==> src/lrupr_pkg.sv <==
`default_nettype none

package lrupr_pkg;

    localparam int FRAMES_DEF    = 8;
    localparam int PAGE_BITS_DEF = 10;

    localparam int CFG_W      = 4;
    localparam int AGE_W      = 16;
    localparam int CNT_W      = 16;
    localparam int SLOT_OUT_W = 3;
    localparam int OUTCOME_W  = 2;
    localparam int PADDR_W    = 3;
    localparam int PDATA_W    = 32;

    localparam logic [CFG_W-1:0] FRAMES_RST = CFG_W'(3);
    localparam logic [AGE_W-1:0] AGE_MAX    = '1;
    localparam logic [CNT_W-1:0] CNT_MAX    = '1;

    localparam logic [OUTCOME_W-1:0] OUT_PRELOAD = 2'd0;
    localparam logic [OUTCOME_W-1:0] OUT_HIT     = 2'd1;
    localparam logic [OUTCOME_W-1:0] OUT_FAULT   = 2'd2;

    localparam logic REG_FRAMES_IN_USE = 1'b0;

    typedef enum logic [2:0] {
        ST_IDLE = 3'b001,
        ST_SCAN = 3'b010,
        ST_DONE = 3'b100
    } t_state;

endpackage

`default_nettype wire

==> src/lrupr_ram.sv <==
`default_nettype none

module lrupr_ram #(
    parameter int WIDTH = 8,
    parameter int DEPTH = 8,
    localparam int AW = (DEPTH > 1) ? $clog2(DEPTH) : 1
) (
    input  wire logic             i_clk,
    input  wire logic             i_we,
    input  wire logic [AW-1:0]    i_waddr,
    input  wire logic [WIDTH-1:0] i_wdata,
    input  wire logic [AW-1:0]    i_raddr,
    output logic      [WIDTH-1:0] o_rdata
);

    logic [WIDTH-1:0] r_mem [DEPTH];

    always_ff @(posedge i_clk) begin
        if (i_we) begin
            r_mem[i_waddr] <= i_wdata;
        end
        o_rdata <= r_mem[i_raddr];
    end

endmodule

`default_nettype wire

==> src/lru_page_replacement_unit.sv <==
// LRU page replacement unit. Each request carries one page reference and
// yields one result: preload into the next empty slot, hit, or fault with
// replacement of the oldest slot (lowest index on equal age), together with
// the saturating fault and reference totals. A preload completes in the
// cycle the request is accepted. A hit or fault walks the slot page/age RAM
// one slot per cycle over n slots, n being the active frame count (1 to
// min(FRAMES,15)), to age every slot, match the page and track the oldest
// entry, followed by a write-back in ST_DONE once the output is free. The
// input side stalls for the whole walk and while a result waits to be taken.
// frames_in_use lives at byte address 0 of the APB port.
`default_nettype none

module lru_page_replacement_unit
    import lrupr_pkg::*;
#(
    parameter int FRAMES    = FRAMES_DEF,
    parameter int PAGE_BITS = PAGE_BITS_DEF
) (
    input  wire logic                  i_clk,
    input  wire logic                  i_rst_n,

    input  wire logic                  i_valid,
    output logic                       o_stall,
    input  wire logic [PAGE_BITS-1:0]  i_page_number,

    output logic                       o_valid,
    input  wire logic                  i_stall,
    output logic [OUTCOME_W-1:0]       o_outcome,
    output logic [SLOT_OUT_W-1:0]      o_slot_index,
    output logic [PAGE_BITS-1:0]       o_evicted_page,
    output logic [CNT_W-1:0]           o_fault_total,
    output logic [CNT_W-1:0]           o_reference_total,

    input  wire logic                  psel,
    input  wire logic                  penable,
    input  wire logic                  pwrite,
    input  wire logic [PADDR_W-1:0]    paddr,
    input  wire logic [PDATA_W-1:0]    pwdata,
    output logic      [PDATA_W-1:0]    prdata,
    output logic                       pready
);

    localparam int SLOT_W = (FRAMES > 1) ? $clog2(FRAMES) : 1;
    localparam int WORD_W = PAGE_BITS + AGE_W;

    t_state                r_state, n_state;
    logic [CFG_W-1:0]      r_frames;
    logic [CFG_W-1:0]      r_loaded, n_loaded;
    logic [CNT_W-1:0]      r_fault, n_fault;
    logic [CNT_W-1:0]      r_ref, n_ref;
    logic [CFG_W-1:0]      r_idx, n_idx;
    logic [SLOT_W-1:0]     r_pidx, n_pidx;
    logic                  r_pend, n_pend;
    logic                  r_found, n_found;
    logic [SLOT_W-1:0]     r_hit_idx, n_hit_idx;
    logic [SLOT_W-1:0]     r_best_idx, n_best_idx;
    logic [AGE_W-1:0]      r_best_age, n_best_age;
    logic [PAGE_BITS-1:0]  r_evict, n_evict;
    logic [PAGE_BITS-1:0]  r_page, n_page;
    logic                  r_out_valid, n_out_valid;
    logic [OUTCOME_W-1:0]  r_outcome, n_outcome;
    logic [SLOT_W-1:0]     r_slot, n_slot;
    logic [PAGE_BITS-1:0]  r_evicted, n_evicted;

    logic [CFG_W-1:0]      w_n;
    logic                  w_can_out;
    logic                  w_accept;
    logic                  w_preload;
    logic                  w_we;
    logic [SLOT_W-1:0]     w_waddr;
    logic [WORD_W-1:0]     w_wdata;
    logic [WORD_W-1:0]     w_rdata;
    logic [PAGE_BITS-1:0]  w_rd_page;
    logic [AGE_W-1:0]      w_rd_age;
    logic [AGE_W-1:0]      w_aged;

    always_comb begin
        if (r_frames == '0) begin
            w_n = CFG_W'(1);
        end else if (int'(r_frames) > FRAMES) begin
            w_n = CFG_W'(FRAMES);
        end else begin
            w_n = r_frames;
        end
    end

    assign w_can_out = !r_out_valid || !i_stall;
    assign o_stall   = !((r_state == ST_IDLE) && w_can_out);
    assign w_accept  = i_valid && !o_stall;
    assign w_preload = r_loaded < w_n;

    assign w_rd_page = w_rdata[AGE_W +: PAGE_BITS];
    assign w_rd_age  = w_rdata[AGE_W-1:0];
    assign w_aged    = (w_rd_age == AGE_MAX) ? w_rd_age : w_rd_age + AGE_W'(1);

    lrupr_ram #(
        .WIDTH (WORD_W),
        .DEPTH (FRAMES)
    ) u_slot_ram (
        .i_clk   (i_clk),
        .i_we    (w_we),
        .i_waddr (w_waddr),
        .i_wdata (w_wdata),
        .i_raddr (SLOT_W'(r_idx)),
        .o_rdata (w_rdata)
    );

    always_comb begin
        w_we    = 1'b0;
        w_waddr = '0;
        w_wdata = {r_page, {AGE_W{1'b0}}};
        case (r_state)
            ST_IDLE: begin
                if (w_accept && w_preload) begin
                    w_we    = 1'b1;
                    w_waddr = SLOT_W'(r_loaded);
                    w_wdata = {i_page_number, {AGE_W{1'b0}}};
                end
            end
            ST_SCAN: begin
                if (r_pend) begin
                    w_we    = 1'b1;
                    w_waddr = r_pidx;
                    w_wdata = {w_rd_page, w_aged};
                end
            end
            ST_DONE: begin
                if (w_can_out) begin
                    w_we    = 1'b1;
                    w_waddr = r_found ? r_hit_idx : r_best_idx;
                end
            end
            default: begin
                w_we = 1'b0;
            end
        endcase
    end

    always_comb begin
        n_state     = r_state;
        n_loaded    = r_loaded;
        n_fault     = r_fault;
        n_ref       = r_ref;
        n_idx       = r_idx;
        n_pidx      = r_pidx;
        n_pend      = r_pend;
        n_found     = r_found;
        n_hit_idx   = r_hit_idx;
        n_best_idx  = r_best_idx;
        n_best_age  = r_best_age;
        n_evict     = r_evict;
        n_page      = r_page;
        n_out_valid = r_out_valid && i_stall;
        n_outcome   = r_outcome;
        n_slot      = r_slot;
        n_evicted   = r_evicted;
        case (r_state)
            ST_IDLE: begin
                if (w_accept) begin
                    n_page = i_page_number;
                    if (w_preload) begin
                        n_out_valid = 1'b1;
                        n_outcome   = OUT_PRELOAD;
                        n_slot      = SLOT_W'(r_loaded);
                        n_evicted   = '0;
                        n_loaded    = r_loaded + CFG_W'(1);
                        n_ref       = (r_ref == CNT_MAX) ? r_ref : r_ref + CNT_W'(1);
                    end else begin
                        n_idx   = '0;
                        n_pend  = 1'b0;
                        n_found = 1'b0;
                        n_state = ST_SCAN;
                    end
                end
            end
            ST_SCAN: begin
                if (r_pend) begin
                    if (!r_found && (w_rd_page == r_page)) begin
                        n_found   = 1'b1;
                        n_hit_idx = r_pidx;
                    end
                    if ((r_pidx == '0) || (w_aged > r_best_age)) begin
                        n_best_age = w_aged;
                        n_best_idx = r_pidx;
                        n_evict    = w_rd_page;
                    end
                end
                if (r_idx < w_n) begin
                    n_pend = 1'b1;
                    n_pidx = SLOT_W'(r_idx);
                    n_idx  = r_idx + CFG_W'(1);
                end else begin
                    n_pend  = 1'b0;
                    n_state = ST_DONE;
                end
            end
            ST_DONE: begin
                if (w_can_out) begin
                    n_out_valid = 1'b1;
                    n_ref       = (r_ref == CNT_MAX) ? r_ref : r_ref + CNT_W'(1);
                    if (r_found) begin
                        n_outcome = OUT_HIT;
                        n_slot    = r_hit_idx;
                        n_evicted = '0;
                    end else begin
                        n_outcome = OUT_FAULT;
                        n_slot    = r_best_idx;
                        n_evicted = r_evict;
                        n_fault   = (r_fault == CNT_MAX) ? r_fault : r_fault + CNT_W'(1);
                    end
                    n_state = ST_IDLE;
                end
            end
            default: begin
                n_state = ST_IDLE;
            end
        endcase
    end

    always_ff @(posedge i_clk) begin
        if (!i_rst_n) begin
            r_state     <= ST_IDLE;
            r_frames    <= FRAMES_RST;
            r_loaded    <= '0;
            r_fault     <= '0;
            r_ref       <= '0;
            r_idx       <= '0;
            r_pend      <= 1'b0;
            r_found     <= 1'b0;
            r_out_valid <= 1'b0;
        end else begin
            r_state     <= n_state;
            r_loaded    <= n_loaded;
            r_fault     <= n_fault;
            r_ref       <= n_ref;
            r_idx       <= n_idx;
            r_pend      <= n_pend;
            r_found     <= n_found;
            r_out_valid <= n_out_valid;
            if (psel && penable && pwrite && (paddr[2] == REG_FRAMES_IN_USE)) begin
                r_frames <= pwdata[CFG_W-1:0];
            end
        end
    end

    always_ff @(posedge i_clk) begin
        r_pidx     <= n_pidx;
        r_hit_idx  <= n_hit_idx;
        r_best_idx <= n_best_idx;
        r_best_age <= n_best_age;
        r_evict    <= n_evict;
        r_page     <= n_page;
        r_outcome  <= n_outcome;
        r_slot     <= n_slot;
        r_evicted  <= n_evicted;
    end

    assign o_valid           = r_out_valid;
    assign o_outcome         = r_outcome;
    assign o_slot_index      = SLOT_OUT_W'(r_slot);
    assign o_evicted_page    = r_evicted;
    assign o_fault_total     = r_fault;
    assign o_reference_total = r_ref;

    assign pready = 1'b1;
    assign prdata = (paddr[2] == REG_FRAMES_IN_USE) ? PDATA_W'(r_frames) : '0;

    a_busy_after_search: assert property (@(posedge i_clk) disable iff (!i_rst_n)
        (w_accept && !w_preload) |=> o_stall)
        else $error("input taken during slot walk");

    a_faults_le_refs: assert property (@(posedge i_clk) disable iff (!i_rst_n)
        o_valid |-> (o_fault_total <= o_reference_total))
        else $error("fault total above reference total");

    a_evict_only_on_fault: assert property (@(posedge i_clk) disable iff (!i_rst_n)
        (o_valid && (o_outcome != OUT_FAULT)) |-> (o_evicted_page == '0))
        else $error("evicted page without a fault");

endmodule

`default_nettype wire

==> config.mk <==
export PLATFORM = sky130hd
export DESIGN_NAME = lru_page_replacement_unit
export DESIGN_NICKNAME = d
export VERILOG_FILES = /design/src/lrupr_pkg.sv /design/src/lrupr_ram.sv /design/src/lru_page_replacement_unit.sv
export SDC_FILE = /design/constraint.sdc
export NUM_CORES = 1
export LEC_CHECK = 0
export BUFFER_PORTS_ARGS = -buffer_cell sky130_fd_sc_hd__buf_2
export CAP_MARGIN = 20
export CORE_MARGIN = 4
export CORE_UTILIZATION = 55
export CTS_CLUSTER_DIAMETER = 200
export DETAILED_ROUTE_END_ITERATION = 7
export PLACE_DENSITY = 0.85
export SKIP_CTS_REPAIR_TIMING = 1
export SYNTH_ARGS = -nofsm -noshare
export SYNTH_HDL_FRONTEND = slang
export SYNTH_HIERARCHICAL = 1
export SYNTH_SLANG_ARGS = --single-unit
==> constraint.sdc <==
create_clock -name i_clk -period 5.7 [get_ports i_clk]
set_clock_uncertainty 0.1 [all_clocks]
set_input_delay 0.57 -clock i_clk [delete_from_list [all_inputs] [get_ports i_clk]]
set_output_delay 0.57 -clock i_clk [all_outputs]
set_load 0.01 [all_outputs]
## Yosys cells after proc, flatten, opt, wreduce, memory -nomap -nowiden

Memory sizes are Yosys's and may differ from the RTL's. A register that Yosys moved wholly into a read port is not among the register bits.
Index checks and enable logic that the tools add are counted.

| storage, ports and cells | value |
|---|---|
| flip-flop bits (word level) | 110 |
| bits in writable memories | 208 |
| input bits | 52 |
| output and inout bits | 82 |
| word-level logic and storage cells | 132 |
| memories | 1 |

| operators by class | value |
|---|---|
| add/subtract/negate cells | 5 |
| magnitude comparators | 4 |
| eq/ne operators | 15 |
| multiplexer cells | 57 |
| bitwise gates (word level) | 3 |
| reduce and logical (&&, ||, !) cells | 29 |

Memory list:

| memory | words | width | rd ports | clocked after memory_dff | wr ports | line | RTL |
|---|---|---|---|---|---|---|---|
| u_slot_ram.r_mem | 8 | 26 | 1 | 1 | 1 | lrupr_ram.sv:16 | `logic [WIDTH-1:0] r_mem [DEPTH];` |

Operators with widths:

| operator | number |
|---|---|
| two-way mux 16 bit | 5 |
| two-way mux 26 bit | 2 |
| one-hot mux 26 bit (2 select lines) | 1 |
| adder 16 x 1 -> 16 bit (second input constant) | 3 |
| == test 16 bit (second input constant) | 3 |
| two-way mux 10 bit | 4 |
| two-way mux 3 bit | 11 |
| one-hot mux 16 bit (2 select lines) | 1 |
| two-way mux 4 bit | 6 |
| one-hot mux 10 bit (2 select lines) | 1 |
| one-hot mux 3 bit (3 select lines) | 2 |
| greater-than comparator 16 bit | 1 |
| inequality test 2 bit (second input constant) | 8 |
| AND reduction 4 bit | 4 |
| two-way mux 1 bit | 13 |
| AND reduction 3 bit | 4 |
| == test 10 bit | 1 |
| adder 4 x 1 -> 4 bit (second input constant) | 2 |
| logical AND 1 bit | 8 |
| less-than comparator 4 bit | 2 |
| two-way mux 2 bit | 4 |
| one-hot mux 4 bit (2 select lines) | 1 |
| one-hot mux 1 bit (2 select lines) | 3 |
| one-hot mux 3 bit (2 select lines) | 1 |
| 14 further kinds | 22 |

## Depth between registers and ports, before layout

| logic depth | value |
|---|---|
| word-level depth | 9 |
| depth in mapped cells | 11 |
| gate-level depth less buffers | 11 |

## Modules after synthesis

Netlist, hierarchy kept.

Modules (own cells, without submodules):

| module | instances | cells each | area each (µm²) | sequential area each (µm²) |
|---|---|---|---|---|
| lrupr_ram | 1 | 340 | 8563.2 | 6766.5 |
| lru_page_replacement_unit | 1 | 601 | 5984.5 | 2802.7 |

## Least setup slack after synthesis

OpenSTA, ideal clock, no wires.

| path | value |
|---|---|
| path kind | reg-to-reg |
| from | register u_slot_ram.o_rdata[0] (read register of u_slot_ram.r_mem) |
| to | register r_best_age[0] (enable) |
| library setup time | 0.432 ns |
| arrival time | 3.713 ns |
| data required time | 5.168 ns |
| path slack | 1.454 ns |
| stages on the path, launching flop included | 12 |
| path buffers | 0 |
| period minus slack after synthesis | 4.246 ns |
| path through | dfxtp_1 ha_1 inv_1 or4_1 nand4_1 xnor2_1 ha_1 a21o_1 a21o_1 a21oi_1 or2_2 a41oi_1 |

| on the way | value |
|---|---|
| cells in the longest elaborated chain, start to end | 5 |
| elaborated cells on any way between the ends | 6 |
| those cells by class | add/sub: 1; order compare: 1; eq/ne: 1; mux: 1; reduce/logical: 2 |

RTL lines:

| what | line | RTL |
|---|---|---|
| start: declaration | lrupr_ram.sv:13 | `output logic [WIDTH-1:0] o_rdata` |
| adder 16 x 1 -> 16 bit / == test 16 bit (equally long branches) | lru_page_replacement_unit.sv:94 | `assign w_aged = (w_rd_age == AGE_MAX) ? w_rd_age : w_rd_age + AGE_W'(1);` |
| two-way mux 16 bit (*) | lru_page_replacement_unit.sv:94 |  |
| named net w_aged[9] | lru_page_replacement_unit.sv:75 | `logic [AGE_W-1:0] w_aged;` |
| greater-than comparator 16 bit (*) | lru_page_replacement_unit.sv:182 | `if ((r_pidx == '0) \|\| (w_aged > r_best_age)) begin` |
| logical OR 1 bit (*) | lru_page_replacement_unit.sv:182 |  |
| AND reduction 3 bit (no line) (*) | - |  |
| end signal: assignment | lru_page_replacement_unit.sv:250 | `r_best_age <= n_best_age;` |
| end: declaration | lru_page_replacement_unit.sv:57 | `logic [AGE_W-1:0] r_best_age, n_best_age;` |

Mark *: on every way through the listed nets, which the timed path passes. The rest lies on a longest branch.
A chain may end at the register's enable or synchronous reset.

## Final worst setup path

| path | value |
|---|---|
| from | register u_slot_ram.o_rdata[7] (read register of u_slot_ram.r_mem) |
| to | register r_evict[5] (enable) |

| on the way | value |
|---|---|
| cells in the longest elaborated chain, start to end | 5 |
| elaborated cells on any way between the ends | 6 |
| those cells by class | add/sub: 1; order compare: 1; eq/ne: 1; mux: 1; reduce/logical: 2 |

RTL lines:

| what | line | RTL |
|---|---|---|
| == test 16 bit | lru_page_replacement_unit.sv:94 |  |
| two-way mux 16 bit | lru_page_replacement_unit.sv:94 |  |
| named net w_aged[1] | lru_page_replacement_unit.sv:75 |  |
| greater-than comparator 16 bit | lru_page_replacement_unit.sv:182 |  |
| logical OR 1 bit | lru_page_replacement_unit.sv:182 |  |
| AND reduction 3 bit (no line) | - |  |
| end signal: assignment | lru_page_replacement_unit.sv:251 | `r_evict <= n_evict;` |
| end: declaration | lru_page_replacement_unit.sv:58 | `logic [PAGE_BITS-1:0] r_evict, n_evict;` |

The timed path passes the listed nets, and every way through them passes these cells.

==> results_dict.tcl <==
set metrics [dict create \
    status "finished, final reports clean" \
    fillCellCount 1773 \
    place.gp.congestion 0.849 \
    ys_ff_latch 344 \
    grt_max_degree 59 \
    rsz0062_at_grt "no" \
    drive_above_1_share 0.177 \
    port_buffers 74 \
    groute.usage.overall 0.206 \
    fp.dieW_um 171 \
    grt_pass1_vias 8259 \
    critPathArrivalTime_ns 4.06 \
    synth-edff-count 268 \
    hold_start "i_page_number[3]" \
    reg2regPathDepth 10 \
    seqCellArea_um2 9570 \
    core-area_um2 26100 \
    final_common_cell "edfxtp_1" \
    ant_nets 0 \
    worst_pin_slew_ns 0.946 \
    routedWlPerCell_um 21.6 \
    layout_common_cells "268 x edfxtp_1, 74 x buf_2, 74 x dfxtp_1" \
    syn_avg_cell_area_um2 15.5 \
    met2_usage 0.358 \
    multi_input_area_um2 4610 \
    cts-root-buf "clkbuf_16" \
    fmaxAchievable_mhz 252 \
    reg2reg_to "r_evict[5]$_DFFE_PP_" \
    cts_tree "built" \
    crit_path_end_kind "register" \
    grt_pass1_wl_um 46500 \
    post-dp-hpwl_um 17400 \
    rrSetupSlack_ns 1.72 \
    grt_util_met3 0.0314 \
    dr.pass1.iters 5 \
    cts_buffers 34 \
    fp.dieH_um 171 \
    power.density_nw_per_um2 325 \
    crit_type "reg2reg" \
    hp-class "in2reg" \
    cp.required_ns 5.78 \
    leakagePower_nw 6.09 \
    viasPerCell 6.10 \
    antenna_found_initial 0 \
    cts_sinks 344 \
    final-setup-viol-count 0 \
    reg2reg_from "u_slot_ram/o_rdata[7]$_DFF_P_" \
    ys_types 64 \
    finalSetupTns_ns 0 \
    start_util 0.558 \
    fin_crit_ns 3.98 \
    gr-total-overflow 0 \
    crit_fanout 20 \
    worstHoldPathCells 1 \
    dieArea_um2 29100 \
    grtUsageMet1 0.272 \
    synth-warning-count 6 \
    post-route-period-util 0.698 \
    relSlewSlack 0.367 \
    finalWorstSetupSlack_ns 1.72 \
    syn_to_final_growth_pct 11.8 \
    drt_iter0_markers 809 \
    ys_seq_area_frac 0.658 \
    htreeDepth 2 \
    syn_inst 941 \
    ys.flop_type "edfxtp_1" \
    num_rows 59 \
    drv_cap 0 \
    min_to "r_page[3]$_DFFE_PP_" \
    syn-cell-area_um2 14500 \
    vias 8475 \
    drc 0 \
    irDropWorstVdd_mv 0.277 \
    dp_slack_ns 1.81 \
    fin_nets 1109 \
    clk_latency_ns 0.52 \
    cts.clk_slew.worst_paths_ns 0.07 \
    insertedDiodeCount 0 \
    postRouteWirelength_um 30000 \
    busiest_layer "met2" \
    ios 134 \
    start_kind "register" \
    async_flop_share 0 \
    cts_buffer_depth 3 \
    hold_viol_final 0 \
    drv_slew 0 \
]
-- cell families (layout without fill, tap and decap cells) --
kind of cell | Yosys count | in the layout | share of synthesized area
other | 2 | 29 | 0.000516
AO/OA/AOI/OAI | 110 | 110 | 0.0511
AND/OR/NAND/NOR | 244 | 244 | 0.0905
XOR/XNOR | 33 | 33 | 0.0199
flip-flops | 344 | 344 | 0.658
multiplexers | 92 | 92 | 0.122
adder cells (fa/ha/maj) | 27 | 27 | 0.0232
buffers and inverters | 89 | 176 | 0.0346
-- flip-flops by register name (all words and copies together) (netlist names), 4 cells and up --
register and cells:
o_evicted_page 10, o_fault_total 16, o_reference_total 16, r_best_age 16
r_evict 10, r_frames 4, r_idx 4, r_loaded 4
r_page 10, u_slot_ram/o_rdata 26, u_slot_ram/r_mem 208
-- power breakdown --
group / switching, W / leakage (nW) / internal [W] / total, W
Combinational: 0.000179 / 2.21 / 0.000112 / 0.000291
Clock: 0.000925 / 0.515 / 0.00123 / 0.00215
Sequential: 0.0000492 / 3.36 / 0.00279 / 0.00284
-- critical path, cell delays in order, from the launching register on --
cell and delay, ns:
dfxtp_1 0.41, nand4_1 0.24, nor3_1 0.64, nand2_1 0.20
mux2_1 0.40, ha_1 0.32, a21oi_1 0.07, o21ai_0 0.14
o221ai_1 0.17, a41oi_2 0.52, buf_4 0.43
-- cell usage after synthesis (8+ instances only) --
master / count / area share
edfxtp_1: 268 / 0.55
dfxtp_1: 76 / 0.10
mux4_1: 46 / 0.083
nor2_1: 46 / 0.012
nand2_1: 42 / 0.011
a21oi_1: 31 / 0.011
and2_1: 31 / 0.013
buf_4: 29 / 0.015
mux2_2: 28 / 0.022
ha_1: 27 / 0.023
nand3_1: 27 / 0.0093
inv_1: 23 / 0.0059
xnor2_1: 21 / 0.013
clkbuf_1: 19 / 0.0049
nand4_1: 16 / 0.0069
nor3_1: 16 / 0.0055
a21o_1: 13 / 0.0067
xor2_1: 12 / 0.0072
o31ai_1: 11 / 0.0057
a22o_1: 10 / 0.0060
mux2i_1: 10 / 0.0069
nand2b_1: 10 / 0.0043
or4_1: 10 / 0.0052
nor2b_1: 8 / 0.0034
o21ai_1: 8 / 0.0028
-- routing by layer --
layer,vias up,wire (um)
met5,-,0
met4,0,603
met3,48,2040
met2,373,15400
met1,4262,12000
li1,3792,-
-- worst max-delay path by stage --
stage | startpoint | end | slack (ns) | depth (start not counted)
after floorplan | u_slot_ram/o_rdata[0]$_DFF_P_ | r_best_age[0]$_DFFE_PP_ | 1.45 | 11
after global placement | u_slot_ram/o_rdata[7]$_DFF_P_ | r_evict[7]$_DFFE_PP_ | 1.86 | 10
after detailed placement | u_slot_ram/o_rdata[7]$_DFF_P_ | r_evict[2]$_DFFE_PP_ | 1.81 | 10
after CTS | u_slot_ram/o_rdata[7]$_DFF_P_ | r_evict[5]$_DFFE_PP_ | 1.78 | 10
after global routing | u_slot_ram/o_rdata[7]$_DFF_P_ | r_evict[5]$_DFFE_PP_ | 1.44 | 10
final | u_slot_ram/o_rdata[7]$_DFF_P_ | r_evict[5]$_DFFE_PP_ | 1.72 | 10
-- stage by stage --
step / std cells / hold WS, ns / cell area (um2) / util / power [W]
2_1_floorplan: 968 / 0.350 / 14600 / - / 0.00308
3_3_place_gp: 1327 / 0.371 / 15200 / 0.582 / 0.00315
3_5_place_dp: 1327 / 0.378 / 15200 / 0.582 / 0.00317
4_1_cts: 1388 / 0.124 / 16200 / 0.623 / 0.00531
5_1_grt: 1390 / 0.119 / 16300 / 0.624 / 0.00546
6_report: 1390 / 0.150 / 16300 / 0.624 / 0.00528
-- cell type report --
class / instances / share of cell area
clock buffer: 48 / 0.0587
clock inverter: 13 / 0.00685
inverter: 25 / 0.00577
multi-input combinational: 535 / 0.284
sequential: 344 / 0.589
tap: 335 / 0.0258
timing repair buffer: 90 / 0.0306
Power figures use the tool's default switching activity.
